### src/hdl/quaternion_normalize_top_defines.svh
// assertion macros for the quaternion normalizer
`ifndef QUATERNION_NORMALIZE_TOP_DEFINES_SVH
`define QUATERNION_NORMALIZE_TOP_DEFINES_SVH

// concurrent check of an implication, synchronous reset disables it
`define QN_ASSERT_IMPL(lbl, clk, rst, ante, cons) \
   lbl: assert property (@(posedge clk) disable iff (rst) (ante) |-> (cons)) \
      else $error("quaternion normalizer check failed");

// check of an implication in the cycle after the antecedent
`define QN_ASSERT_NEXT(lbl, clk, rst, ante, cons) \
   lbl: assert property (@(posedge clk) disable iff (rst) (ante) |=> (cons)) \
      else $error("quaternion normalizer check failed");

`endif

### src/hdl/qn_pkg.sv
`timescale 1ns / 1ps
// ----------------------------------------------------------------------------
// qn_pkg
// shared constants and types of the quaternion normalizer
// ----------------------------------------------------------------------------
package qn_pkg;

   localparam int COMPONENT_BITS_DEF = 16;
   localparam int LANES = 4;

   typedef struct packed {
      logic             valid;
      logic             zero;
      logic [LANES-1:0] neg;
   } qn_ctrl_type;

endpackage

### src/hdl/qn_cell.sv
`timescale 1ns / 1ps
// ----------------------------------------------------------------------------
// qn_cell
// decides one result bit of every lane and updates the running margin
// ----------------------------------------------------------------------------
module qn_cell import qn_pkg::*; #(
   parameter int COMPONENT_BITS = COMPONENT_BITS_DEF,
   parameter int BIT_POS        = 0
) (
   input  logic                                          clock,
   input  logic                                          reset,
   input  logic                                          en,
   input  qn_ctrl_type                                   ctrl_in,
   input  logic [2*COMPONENT_BITS+1:0]                   sum_in,
   input  logic signed [LANES-1:0][4*COMPONENT_BITS+1:0] x_in,
   input  logic signed [LANES-1:0][4*COMPONENT_BITS+1:0] g_in,
   input  logic [LANES-1:0][COMPONENT_BITS-2:0]          n_in,
   output qn_ctrl_type                                   ctrl_out,
   output logic [2*COMPONENT_BITS+1:0]                   sum_out,
   output logic signed [LANES-1:0][4*COMPONENT_BITS+1:0] x_out,
   output logic signed [LANES-1:0][4*COMPONENT_BITS+1:0] g_out,
   output logic [LANES-1:0][COMPONENT_BITS-2:0]          n_out
);

   localparam int B  = COMPONENT_BITS;
   localparam int SW = 2 * B + 2;
   localparam int W  = 4 * B + 2;
   localparam int NB = B - 1;

   qn_ctrl_type ctrl_ff;
   logic [SW-1:0] sum_ff;
   logic signed [LANES-1:0][W-1:0] x_ff, x_nx, g_ff, g_nx;
   logic [LANES-1:0][NB-1:0] n_ff, n_nx;
   logic signed [W-1:0] sum_w, trial;

   always_comb begin
      sum_w = $signed(W'(sum_in));
      for (int i = 0; i < LANES; i++) begin
         // margin left if this bit is set
         trial = x_in[i] - (g_in[i] <<< (BIT_POS + 2)) - (sum_w <<< (2 * BIT_POS + 2));
         if (!trial[W-1]) begin
            x_nx[i] = trial;
            g_nx[i] = g_in[i] + (sum_w <<< (BIT_POS + 1));
            n_nx[i] = n_in[i] | (NB'(1) << BIT_POS);
         end else begin
            x_nx[i] = x_in[i];
            g_nx[i] = g_in[i];
            n_nx[i] = n_in[i];
         end
      end
   end

   always_ff @(posedge clock) begin
      if (reset) begin
         ctrl_ff.valid <= 1'b0;
      end else if (en) begin
         ctrl_ff.valid <= ctrl_in.valid;
      end
      if (en) begin
         ctrl_ff.zero <= ctrl_in.zero;
         ctrl_ff.neg  <= ctrl_in.neg;
         sum_ff       <= sum_in;
         x_ff         <= x_nx;
         g_ff         <= g_nx;
         n_ff         <= n_nx;
      end
   end

   assign ctrl_out = ctrl_ff;
   assign sum_out  = sum_ff;
   assign x_out    = x_ff;
   assign g_out    = g_ff;
   assign n_out    = n_ff;

endmodule

### config.mk
export PLATFORM = sky130hd
export DESIGN_NAME = qn_cell
export DESIGN_NICKNAME = d
export VERILOG_FILES = /design/src/hdl/quaternion_normalize_top_defines.svh /design/src/hdl/qn_pkg.sv /design/src/hdl/qn_cell.sv
export SDC_FILE = /design/constraint.sdc
export NUM_CORES = 2
export LEC_CHECK = 0
export ABC_AREA = 1
export BUFFER_PORTS_ARGS = -buffer_cell sky130_fd_sc_hd__buf_2
export CAP_MARGIN = 25
export CORE_AREA = 2 2 496 498
export DETAILED_ROUTE_END_ITERATION = 6
export DIE_AREA = 0 0 498 500
export PLACE_DENSITY = 0.57
export SYNTH_ARGS = -nofsm -noshare
export SYNTH_HDL_FRONTEND = slang
export SYNTH_SLANG_ARGS = --single-unit
### constraint.sdc
create_clock -name clock -period 4.3 [get_ports clock]
set_input_delay 0.86 -clock clock [delete_from_list [all_inputs] [get_ports clock]]
set_output_delay 0.86 -clock clock [all_outputs]
set_load 0.05 [all_outputs]
---- Word-level counts from Yosys, hierarchy flattened ----
Cells that the tools add are included.
Widths: inputs -> output; s select.
word-level totals
  bits in registers ....................... 628
  output and inout port bits .............. 628
  RAM bits ................................ 0
  memories kept ........................... 0
  latch bits .............................. 0
  bits in read-only memories .............. 0
cells by class
  add/subtract/negate cells ............... 12
  reduce and logical (&&, ||, !) cells .... 0
  shift-type cells ........................ 0
  bitwise gates (word level) .............. 0
  multiply operators ...................... 0
  div/mod/pow operators ................... 0
  order comparisons ....................... 0
  muxes and demuxes ....................... 8
  equality and inequality tests ........... 0
operators with widths
  cell            number
  $add 66x35->66  4
  $mux 66         4
  $sub 66x36->66  4
  $sub 66x66->66  4
  $mux 65         4

---- Logic depth before layout (Yosys ltp) ----
  word-level depth ........................ 3
  depth in mapped cells ................... 21
  depth with buffers taken out ............ 20

---- Least setup slack after synthesis ----
No wires, ideal clock.
  path type ............................... input port to flip-flop
  from .................................... input sum_in[5]
  to ...................................... register g_ff, in the netlist g_out[68] (data pin)
  arrival ................................. 3.137 ns
  buffers on the path ..................... 2
  library setup time ...................... 0.252 ns
  slack ................................... 0.911 ns
  cell stages on the path ................. 19
  path through ............................ inv_1 fa_1 ha_1 nand2_1 inv_1 a21oi_1 nand2_2 nand2_1 nand2_2 nand2_1 nand2_1 nand2_1 nand3_1 nand2_4 inv_2 buf_6 buf_6 nand2_1 nand2_1
RTL lines
  what                  line           source
  from (decl)           qn_cell.sv:14  input logic [2*COMPONENT_BITS+1:0] sum_in,
  to (signal assigned)  qn_cell.sv:64  g_ff <= g_nx;
  to (decl)             qn_cell.sv:32  logic signed [LANES-1:0][W-1:0] x_ff, x_nx, g_ff, g_nx;

==> key figures <==
Floorplanning
  – Site Rows: 182
  – Std-Cell Core Area: 244,300 um^2
  – I/O pins: 1,259
  – Die ar.: 249,000 um^2
  – Starting Density: 28.86%
  – Die H: 500 um
  – Die W: 498 um

Worst setup path
  – CP bufs+invs: 5
  – CP max stage cell: fa_1
  – Crit path largest cell delay: 490 ps
  – Setup Crit Path Kind: input pin to register
  – Crit path from: sum_in[29]
  – Crit-path leading delay family: simple AND/OR/NAND/NOR gates
  – R2R Path Start: ctrl_out[5]$_SDFFE_PP0P_
  – CP dominant cell by count: nand2_1
  – CP Cell Sequence: buf_2 > inv_1 > buf_12 > fa_1 > ha_1 > nand2_1 > nor2_1 > nand2_1 > nor2_1 > nand2_1 > nand2_1 > nand2_1 > nand2_1 > nand2_1 > nand2_8 > buf_12 > buf_12 > o21ai_1
  – Crit path DAT: 4030 ps
  – WP data required: 4770 ps
  – R2R setup slack: 3710 ps
  – Crit path max fanout: 32
  – Critical Path Start Type: input pin
  – CP endpoint kind: register

Placement
  – Global placer's final weighted congestion: 1.036
  – DPL Wire Length: 339,700 um
  – PortBufs: 1,258

STA
  – Worst-Margin Slew: 1048 ps
  – Slew margin rel.: 30.14%
  – Unrepaired setup endpoints after global routing: false
  – Final Cycle Share: 82.91%
  – Clk_skew: 0 ps
  – Setup TNS: 0 ps
  – Min Clock Period, post-route: 3565 ps
  – Slew Viols, Final: 0
  – Fmax: 280.5 MHz
  – Hold WS: 267.6 ps
  – Final hold vios: 0
  – Final setup viols: 0

Global routing
  – Global-route wire length before repair: 539,800 um
  – Grt met1 use: 38.93%
  – Vias in the first global route: 73,130
  – Met2 Resource Use GR: 48.05%
  – All-Layer GR Usage: 30.59%
  – Initial antenna violation count: 88
  – Top Usage Layer GRT: met2
  – GRT overflow: 0
  – Global Route met3 Usage: 6.280%
  – Largest net degree at the start of global routing: 82

Clocking
  – Skew-Pair Late Insertion Delay: 740 ps
  – Clock buffer depth: 3
  – Post-cts resize count: 0
  – TritonCTS Buffers: 77
  – H-tree levels: 3
  – Hold Buf Count CTS: 0
  – Setup bufs post-CTS: 0
  – Worst-path clk slew: 60 ps
  – CTS tree: done
  – CTS Root Cell: clkbuf_16
  – Clock sinks: 628

Routing
  – Vias: 78,940
  – Final WL: 396,000 um
  – Pre-antenna DRT Iters: 6
  – Routed WL per cell: 24.26 um
  – Initial drt markers: 7,922
  – Vias per cell: 4.836
  – DRT antenna net count: 0
  – DR DRC count: 0

Power
  – Sw Ratio: 50.66%
  – Pwr Density: 422.6 nW/um^2
  – Cell Int Power: 18.10 mW
  – Max VDD drop: 0.2943 mV
  – Pleak: 48.78 nW
  – Tot Pwr: 36.68 mW
  – Clk pwr share: 18.4%
  – Sw power: 18.58 mW
  – Seq pwr share: 24.7%
  – Gate power share: 56.9%

Logic synthesis
  – Simple-gate share of the synthesized area: 37.25%
  – Mapped cell area: 70,520 um^2
  – Sequential-to-total area share from yosys stat: 26.73%
  – Area share of fa/ha/maj cells after synthesis: 13.06%
  – Largest family of logic cells by synthesized area: simple AND/OR/NAND/NOR gates
  – Post-Synth XOR/XNOR Area: 3.415%
  – Unique masters post-synth: 40
  – Synth Register Bits: 628
  – Synth Area per Inst: 6.243 um^2
  – Synth Area in Compound Gates: 5.582%
  – Mapped Cells: 11,300
  – Post-Syn Nets: 12,580
  – YS warnings: 0
  – Mux share of post-synthesis cell area: 0.01419%

Min path
  – Worst min-delay path category: input pin to register
  – Hold path start: reset

Final layout
  – Layout area overhead: 23.09%
  – Layout Nets: 14,280
  – Layout cell share with drive strength beyond 1: 15.05%
  – Filler cells: 27,420
  – Layout Utilization: 35.52%

Outcome
  – Outcome: finished clean

Flow run
  – Max-Cap Viols: 0
[through the flow]
stage / area (um^2) / worst slack (ps) / instances
after floorplan: 70520 / 910.8 / 11300
after global placement: 84140 / 80.68 / 16130
after detailed placement: 84140 / 35.53 / 16130
after CTS: 86680 / 847.7 / 16270
after global routing: 86760 / 554.6 / 16310
final: 86800 / 734.8 / 16320
[worst paths after layout]
check | depth (start not counted) | end
max | 18 | x_out[76]$_DFFE_PP_
min | 2 | ctrl_out[5]$_SDFFE_PP0P_
max reg2reg | 2 | ctrl_out[5]$_SDFFE_PP0P_
min reg2reg | 2 | ctrl_out[5]$_SDFFE_PP0P_
[state kept, by name, indices dropped and copies added, names as in the netlist]
| name | flops |
|---|---|
| x_out | 264 |
| n_out | 60 |
| sum_out | 34 |
| g_out | 264 |
| ctrl_out | 6 |
[power groups by stage]
stage / combinational, mW / sequential, mW / clock, mW
floorplan: 8.52 / 13.2 / 0
global placement: 20.5 / 9.20 / 0
detailed placement: 20.6 / 9.14 / 0
CTS: 20.7 / 9.06 / 6.90
global route: 22.2 / 9.12 / 7.10
finish: 20.9 / 9.04 / 6.75
[layer usage]
metal,share of wire [%],up-vias,routed length (um)
met3,8.7,706,34550
li1,-,38140,-
met5,0.097,-,386
met4,6.4,58,25320
met2,44,3662,173300
met1,41,36370,162500
[cells by family after synthesis]
logic type,Yosys count
multiplexers,1
AO/OA/AOI/OAI,726
XOR/XNOR,275
flip-flops,628
adder cells (fa/ha/maj),652
buffers and inverters,2464
AND/OR/NAND/NOR,6549
[synth_stat cells]
master,count,share of area (%)
and2_0,1,0.0089
nand3_1,597,4.2
inv_1,2343,12
buf_6,59,0.94
xor2_1,38,0.47
dfxtp_1,1,0.028
nor4_1,19,0.17
nand3_2,1,0.014
clkbuf_1,5,0.027
nand2_2,43,0.38
nor2_2,18,0.16
nand2_4,4,0.064
mux2i_1,1,0.014
a21oi_1,324,2.3
inv_2,5,0.027
buf_4,22,0.23
clkinv_1,4,0.021
nand3b_1,41,0.44
a21o_1,11,0.12
nand4_1,119,1.1
o21a_1,3,0.032
nor4_2,1,0.018
nor2_1,786,4.2
buf_8,3,0.064
o21ai_1,208,1.5
and2_1,14,0.12
o21ai_2,32,0.40
o21ai_0,89,0.63
xnor2_1,237,2.9
o21bai_1,58,0.62
edfxtp_1,627,27
and3_1,11,0.098
nand2_1,4770,25
ha_1,512,9.1
nor3_1,106,0.75
a21boi_0,1,0.011
fa_1,140,4.0
nor3b_1,1,0.011
or2_2,17,0.15
buf_2,23,0.16
[cell usage in the layout, fill, tap and decap left out, types with 58 or more instances in the layout]
master,count
nand4_1,119
fa_1,140
inv_1,2343
o21ai_0,89
nor2_1,786
nor3_1,106
o21bai_1,58
buf_4,416
nand2_1,4770
ha_1,512
o21ai_1,208
buf_2,1257
xnor2_1,237
a21oi_1,324
nand3_1,597
clkbuf_16,77
edfxtp_1,627
[area by class of cell]
cell class | instances | area (um^2) | share of cell area, %
multi-input cells | 8203 | 41870 | 48.24
flip-flops and latches | 628 | 18850 | 21.71
repair buffers | 1731 | 10570 | 12.18
inverters | 2352 | 8828 | 10.17
well taps | 3220 | 4029 | 4.642
clock buffers | 93 | 1987 | 2.289
clock inverters | 47 | 544.3 | 0.6271
diodes | 49 | 122.6 | 0.1413
Note: power is estimated with default switching activity, not from simulation.
