--- config.mk ---
export PLATFORM = sky130hd
export DESIGN_NAME = qn_front
export DESIGN_NICKNAME = d
export VERILOG_FILES = /design/src/hdl/quaternion_normalize_top_defines.svh /design/src/hdl/qn_pkg.sv /design/src/hdl/qn_front.sv
export SDC_FILE = /design/constraint.sdc
export NUM_CORES = 2
export LEC_CHECK = 0
export ABC_AREA = 1
export BUFFER_PORTS_ARGS = -buffer_cell sky130_fd_sc_hd__buf_2
export CORE_ASPECT_RATIO = 1.5
export CORE_UTILIZATION = 55
export DETAILED_ROUTE_END_ITERATION = 12
export PLACE_DENSITY = 0.79
export SETUP_SLACK_MARGIN = 0.1
export SLEW_MARGIN = 20
export SYNTH_ARGS = -nofsm -noshare
export SYNTH_HDL_FRONTEND = slang
export SYNTH_SLANG_ARGS = --single-unit
--- constraint.sdc ---
create_clock -name clock -period 5.4 [get_ports clock]
set_input_delay 0.27 -clock clock [delete_from_list [all_inputs] [get_ports clock]]
set_output_delay 0.27 -clock clock [all_outputs]
set_load 0.01 [all_outputs]
--- src/hdl/quaternion_normalize_top_defines.svh ---
// assertion macros for the quaternion normalizer
`ifndef QUATERNION_NORMALIZE_TOP_DEFINES_SVH
`define QUATERNION_NORMALIZE_TOP_DEFINES_SVH

// concurrent check of an implication, synchronous reset disables it
`define QN_ASSERT_IMPL(lbl, clk, rst, ante, cons) \
   lbl: assert property (@(posedge clk) disable iff (rst) (ante) |-> (cons)) \
      else $error("quaternion normalizer check failed");

// check of an implication in the cycle after the antecedent
`define QN_ASSERT_NEXT(lbl, clk, rst, ante, cons) \
   lbl: assert property (@(posedge clk) disable iff (rst) (ante) |=> (cons)) \
      else $error("quaternion normalizer check failed");

`endif

--- src/hdl/qn_pkg.sv ---
`timescale 1ns / 1ps
// ----------------------------------------------------------------------------
// qn_pkg
// shared constants and types of the quaternion normalizer
// ----------------------------------------------------------------------------
package qn_pkg;

   localparam int COMPONENT_BITS_DEF = 16;
   localparam int LANES = 4;

   typedef struct packed {
      logic             valid;
      logic             zero;
      logic [LANES-1:0] neg;
   } qn_ctrl_type;

endpackage

--- src/hdl/qn_front.sv ---
`timescale 1ns / 1ps
// ----------------------------------------------------------------------------
// qn_front
// magnitudes, squares and sum of squares, seeds the bit cells
// ----------------------------------------------------------------------------
module qn_front import qn_pkg::*; #(
   parameter int COMPONENT_BITS = COMPONENT_BITS_DEF
) (
   input  logic                                      clock,
   input  logic                                      reset,
   input  logic                                      en,
   input  logic                                      in_valid,
   input  logic [LANES-1:0][COMPONENT_BITS-1:0]      comp,
   output qn_ctrl_type                               ctrl_out,
   output logic [2*COMPONENT_BITS+1:0]               sum_out,
   output logic signed [LANES-1:0][4*COMPONENT_BITS+1:0] x_out,
   output logic signed [LANES-1:0][4*COMPONENT_BITS+1:0] g_out
);

   localparam int B  = COMPONENT_BITS;
   localparam int F  = B - 2;
   localparam int SW = 2 * B + 2;
   localparam int W  = 4 * B + 2;

   qn_ctrl_type c1_ff, c1_in, c2_ff, c3_ff;
   logic [LANES-1:0][B-1:0]   mag_ff, mag_in;
   logic [LANES-1:0][2*B-1:0] sq_ff, sq_in;
   logic [SW-1:0]             sum_ff, sum_in;
   logic signed [LANES-1:0][W-1:0] x_ff, x_in, g_ff, g_in;

   always_comb begin
      c1_in.valid = in_valid;
      c1_in.zero  = 1'b1;
      for (int i = 0; i < LANES; i++) begin
         c1_in.neg[i] = comp[i][B-1];
         mag_in[i]    = comp[i][B-1] ? (~comp[i] + 1'b1) : comp[i];
         if (comp[i] != '0) begin
            c1_in.zero = 1'b0;
         end
      end
      for (int i = 0; i < LANES; i++) begin
         sq_in[i] = (2*B)'(mag_ff[i]) * (2*B)'(mag_ff[i]);
      end
      sum_in = '0;
      for (int i = 0; i < LANES; i++) begin
         sum_in = sum_in + SW'(sq_ff[i]);
      end
      for (int i = 0; i < LANES; i++) begin
         x_in[i] = (W'(sq_ff[i]) << (2 * F + 2)) - W'(sum_in);
         g_in[i] = -$signed(W'(sum_in));
      end
   end

   always_ff @(posedge clock) begin
      if (reset) begin
         c1_ff.valid <= 1'b0;
         c2_ff.valid <= 1'b0;
         c3_ff.valid <= 1'b0;
      end else if (en) begin
         c1_ff.valid <= c1_in.valid;
         c2_ff.valid <= c1_ff.valid;
         c3_ff.valid <= c2_ff.valid;
      end
      if (en) begin
         c1_ff.zero <= c1_in.zero;
         c1_ff.neg  <= c1_in.neg;
         c2_ff.zero <= c1_ff.zero;
         c2_ff.neg  <= c1_ff.neg;
         c3_ff.zero <= c2_ff.zero;
         c3_ff.neg  <= c2_ff.neg;
         mag_ff     <= mag_in;
         sq_ff      <= sq_in;
         sum_ff     <= sum_in;
         x_ff       <= x_in;
         g_ff       <= g_in;
      end
   end

   assign ctrl_out = c3_ff;
   assign sum_out  = sum_ff;
   assign x_out    = x_ff;
   assign g_out    = g_ff;

endmodule

# After elaboration in Yosys (flattened, before gate mapping)
# Cells that the tools add are included.
# op_classes
add_sub_neg,12
mul,4
muxes,5
n_bitwise,4
reduce_logical,5
# op_table
operator,count
$sub 62x34->63,4
$mul 16x16->32,4
$neg 34->66,1
$add 16x1->16 const B,4
$not 16->16,4
$reduce_bool 16->1,4
$mux 15,4
$add 33x32->34,1
$add 34x32->34,1
$add 32x32->33,1
$reduce_or 3->1,1
$mux 1,1
# totals
reg_bits,574
in_bits,68
out_inout_bits,568
elab_cells,57

# Logic depth before layout (Yosys ltp)
# logic_depth
depth_word,4
depth_mapped,30
depth_no_buf,29

# Worst setup path after synthesis
# OpenSTA, ideal clock, no wires.
# synth_path
path_kind,register to register
from,register mag_ff[36] (netlist bit)
to,register sq_ff[93] (netlist bit) (data pin)
setup_time_ns,0.260
arrival_time_ns,5.640
t_required_ns,5.140
path_slack_ns,-0.500
path_stages_with_launch,22
n_path_buf,2
period_less_slack_ns,5.900
cell_sequence,edfxtp_1 clkbuf_1 clkbuf_1 nand2_1 fa_1 inv_1 fa_1 fa_1 fa_1 fa_1 inv_1 fa_1 inv_1 ha_1 a21oi_1 inv_1 a31oi_1 o221ai_1 a21oi_1 o21ai_0 a21oi_1 xnor2_1
# synth_rtl
element,line_no,rtl
start: declaration,qn_front.sv:26,"logic [LANES-1:0][B-1:0] mag_ff, mag_in;"
start signal: assignment,qn_front.sv:71,mag_ff <= mag_in;
end signal: assignment,qn_front.sv:72,sq_ff <= sq_in;
end: declaration,qn_front.sv:27,"logic [LANES-1:0][2*B-1:0] sq_ff, sq_in;"

==> reports/metrics.yaml <==
timing:
  timing.slew.headroom: 0.332
  timing_worst_slew_pin_value_ns: 0.994
  timing.clock.skew_ns: 0.0373
  final-max-slew-violation-count: 0
  final_min_period_over_clock_period: 1.18
  setup-violations-final: 73
  grt_setup_unrepaired: "yes"
  timing.final.crit_period_ns: 6.36
  achievable-frequency_mhz: 157
  postLayoutSetupSlackWorst_ns: -0.965
  final-hold-violation-count: 0
floorplan:
  die_x_microns: 266
  ios: 636
  core_area_sq_um: 103000
  fp.dieH_microns: 398
  initial_cell_density_of_the_core: 0.557
  die_footprint_sq_um: 106000
  rows: 144
critical_path:
  crit-reg2reg-capture: "sq_ff[59]"
  crit_path_max_fanout: 6
  setup.reg_to_reg.worst_slack_ns: -0.96
  cp.arrival_ns: 6.83
  r2r_cells: 23
  timing.setup.critical_path_class: "flip-flop to flip-flop"
  worst_setup_end_kind: "flip-flop"
  category_of_the_worst_setup_path_launch_point: "flip-flop"
  timing.rr.start: "mag_ff[21]"
  critPathRequiredTime_ns: 5.86
routing:
  detail_route.wl_per_cell_microns: 22.8
  detail_route.vias_per_cell: 5.50
  detailroute.via_count: 52200
  initialDrtViolationCount: 4262
  routed_antenna_nets: 0
  remaining_drc_errors: 0
  drt-total-wl_microns: 216000
  detailedRoute.firstPassIterationCount: 7
yosys:
  synth.largest_area_cell: "sky130_fd_sc_hd__fa_1"
  synth.top_cells.by_area: "sky130_fd_sc_hd__fa_1 (25%), sky130_fd_sc_hd__edfxtp_1 (23%), sky130_fd_sc_hd__inv_1 (11%)"
  synth-main-ff-cell: "sky130_fd_sc_hd__edfxtp_1"
  asyncSetResetFlopFracSynth: 0
  number_of_enable_flip_flop_cells_after_synthesis: 434
  synthMostInstantiatedCell: "sky130_fd_sc_hd__inv_1"
  post_synth_instance_area_sq_um: 57500
  post-synth-top-area-fraction: 0.252
  synth-seq-area-share: 0.228
  post_synth_num_cell_types: 59
  synthesis.area_per_instance_sq_um: 8.37
  ff_latch_count_synth: 437
  syn-instance-count: 6872
  yosys-top-cells-count: "sky130_fd_sc_hd__inv_1 (1735), sky130_fd_sc_hd__nand2_1 (1338), sky130_fd_sc_hd__fa_1 (723)"
  synth_warnings: 0
final_layout:
  fin_cells: 9476
  layout.cell_area.non_filler_sq_um: 73200
  area_growth_pct: 27.4
  fin_nets: 9284
  final_core_utilization: 0.709
  post_route_cells_drive_above_1_share: 0.314
place:
  place_inst: 9103
  port_buffers: 635
  globalplace.congestion: 1.03
  placement.setup.worst_slack_ns: -0.367
  place_area_sq_um: 65400
  dpl.hpwl_microns: 157000
clocking:
  tritoncts: "yes"
  clk_transition_reported_paths_ns: 0.06
  ctsLongestPathBuffers: 3
  clk_lat_worst_skew_ns: 0.66
  clock-root-buffer: "sky130_fd_sc_hd__clkbuf_16"
  tritoncts_num_sinks: 437
  cts_made_buffers: 47
  cts.htree.levels: 2
grt:
  number_of_antenna_violations_at_the_first_check_in_global_routing: 8
  via_count_of_the_first_global_routing_pass: 52000
  grt_first_pass_wirelength_microns: 290000
  largest_net_degree_at_the_start_of_global_routing: 143
  global_route.usage.total: 0.367
  grt_remaining_overflow: 0
worst_hold_path:
  holdCritPathClass: "input pin to flip-flop"
  min_delay_worst_endpoint: "mag_ff[46]"
  hold_start: "comp[46]"
  worstHoldPathCells: 2
status:
  run_status: "finished with violations"
  failed_checks: "negative setup slack"
flow_run:
  max_cap_viol: 0
==> registers in the layout (all words and copies together), names as in the netlist <==
name	cells
x_out	161
sq_ff	124
mag_ff	64
g_out	36
sum_out	34
c1_ff	6
c2_ff	6
ctrl_out	6
==> per-stage QoR <==
stage                     setup TNS [ns]  hold WS [ns]
after floorplan                -0.000985         0.339
after global placement             -6.50         0.401
after detailed placement          -11.94         0.405
after CTS                          -3.23       0.00143
after global routing              -35.89        0.0132
final                             -25.12        0.0310
==> timing repair <==
item	CTS	global route
resized for setup	425	599
endpoints found under the setup margin	77	200
hold buffers	57	0
pin swaps	292	315
hold endpoints to repair	61	0
setup buffers	140	115
gates cloned	1	4
==> layer usage <==
layer	GRT usage	up-vias	part of all wire
li1	-	22900	-
met3	0.0442	1187	0.076
met5	0	-	0.00012
met2	0.656	3147	0.49
met1	0.384	25000	0.32
met4	0.312	4	0.11
==> cells by family (layout without fill, tap and decap cells) <==
| logic type | Yosys count | count (layout) | share of synthesized area |
|---|---|---|---|
| other cells | 2 | 5 | 0.000131 |
| flops | 437 | 437 | 0.228 |
| buf+inv | 2227 | 3438 | 0.168 |
| simple gates | 2454 | 2457 | 0.184 |
| mux | 3 | 3 | 0.000588 |
| compound gates | 327 | 327 | 0.0322 |
| fa+ha+maj | 1167 | 1167 | 0.348 |
| xor+xnor | 255 | 255 | 0.0390 |
==> cell usage in the layout, fill, tap and decap left out, types with 80 or more instances in the layout <==
master and n:
sky130_fd_sc_hd__inv_1 1533, sky130_fd_sc_hd__nand2_1 1163, sky130_fd_sc_hd__buf_4 732, sky130_fd_sc_hd__fa_1 676, sky130_fd_sc_hd__buf_2 635, sky130_fd_sc_hd__edfxtp_1 434
sky130_fd_sc_hd__nor2_1 426, sky130_fd_sc_hd__ha_1 354, sky130_fd_sc_hd__nand3_1 269, sky130_fd_sc_hd__inv_2 207, sky130_fd_sc_hd__xor2_1 162, sky130_fd_sc_hd__buf_6 152
sky130_fd_sc_hd__nand2_2 137, sky130_fd_sc_hd__nand4_1 109, sky130_fd_sc_hd__ha_4 80
==> layout make-up <==
type                    count  area (sq um)
repair buffers           1600         11400
well taps                1387          1740
flip-flops and latches    437         13100
diodes                      2          5.00
inverters                1751          6600
fillers                  7113         30000
multi-input cells        4212         38700
clock inverters            34           413
clock buffers              53          1240
==> how the worst max path moves through the flow <==
stage / startpoint / to / cells after the start
2_1_floorplan: mag_ff[56] / sq_ff[123] / 24
3_3_place_gp: mag_ff[35] / sq_ff[89] / 20
3_5_place_dp: mag_ff[18] / sq_ff[56] / 22
4_1_cts: mag_ff[57] / sq_ff[124] / 23
5_1_grt: mag_ff[21] / sq_ff[59] / 23
6_report: mag_ff[21] / sq_ff[59] / 23
==> critical path, cell delays in order, from the launching register on <==
cell and delay [ns]:
sky130_fd_sc_hd__edfxtp_1 0.46, sky130_fd_sc_hd__buf_12 0.19, sky130_fd_sc_hd__nand2_4 0.06, sky130_fd_sc_hd__inv_4 0.04
sky130_fd_sc_hd__fa_1 0.73, sky130_fd_sc_hd__inv_1 0.12, sky130_fd_sc_hd__fa_1 0.52, sky130_fd_sc_hd__inv_1 0.18
sky130_fd_sc_hd__fa_1 0.66, sky130_fd_sc_hd__fa_2 0.46, sky130_fd_sc_hd__fa_1 0.50, sky130_fd_sc_hd__inv_1 0.06
sky130_fd_sc_hd__fa_1 0.55, sky130_fd_sc_hd__inv_2 0.10, sky130_fd_sc_hd__ha_4 0.37, sky130_fd_sc_hd__nand2_4 0.12
sky130_fd_sc_hd__nor2_2 0.13, sky130_fd_sc_hd__inv_1 0.09, sky130_fd_sc_hd__o21ai_2 0.20, sky130_fd_sc_hd__nor2_2 0.08
sky130_fd_sc_hd__a21oi_4 0.17, sky130_fd_sc_hd__nand2_1 0.08, sky130_fd_sc_hd__nand2_1 0.08, sky130_fd_sc_hd__xor2_1 0.19
Power is not shown: default switching activity piles up to over one toggle a cycle in this logic, so the estimate is an artifact.
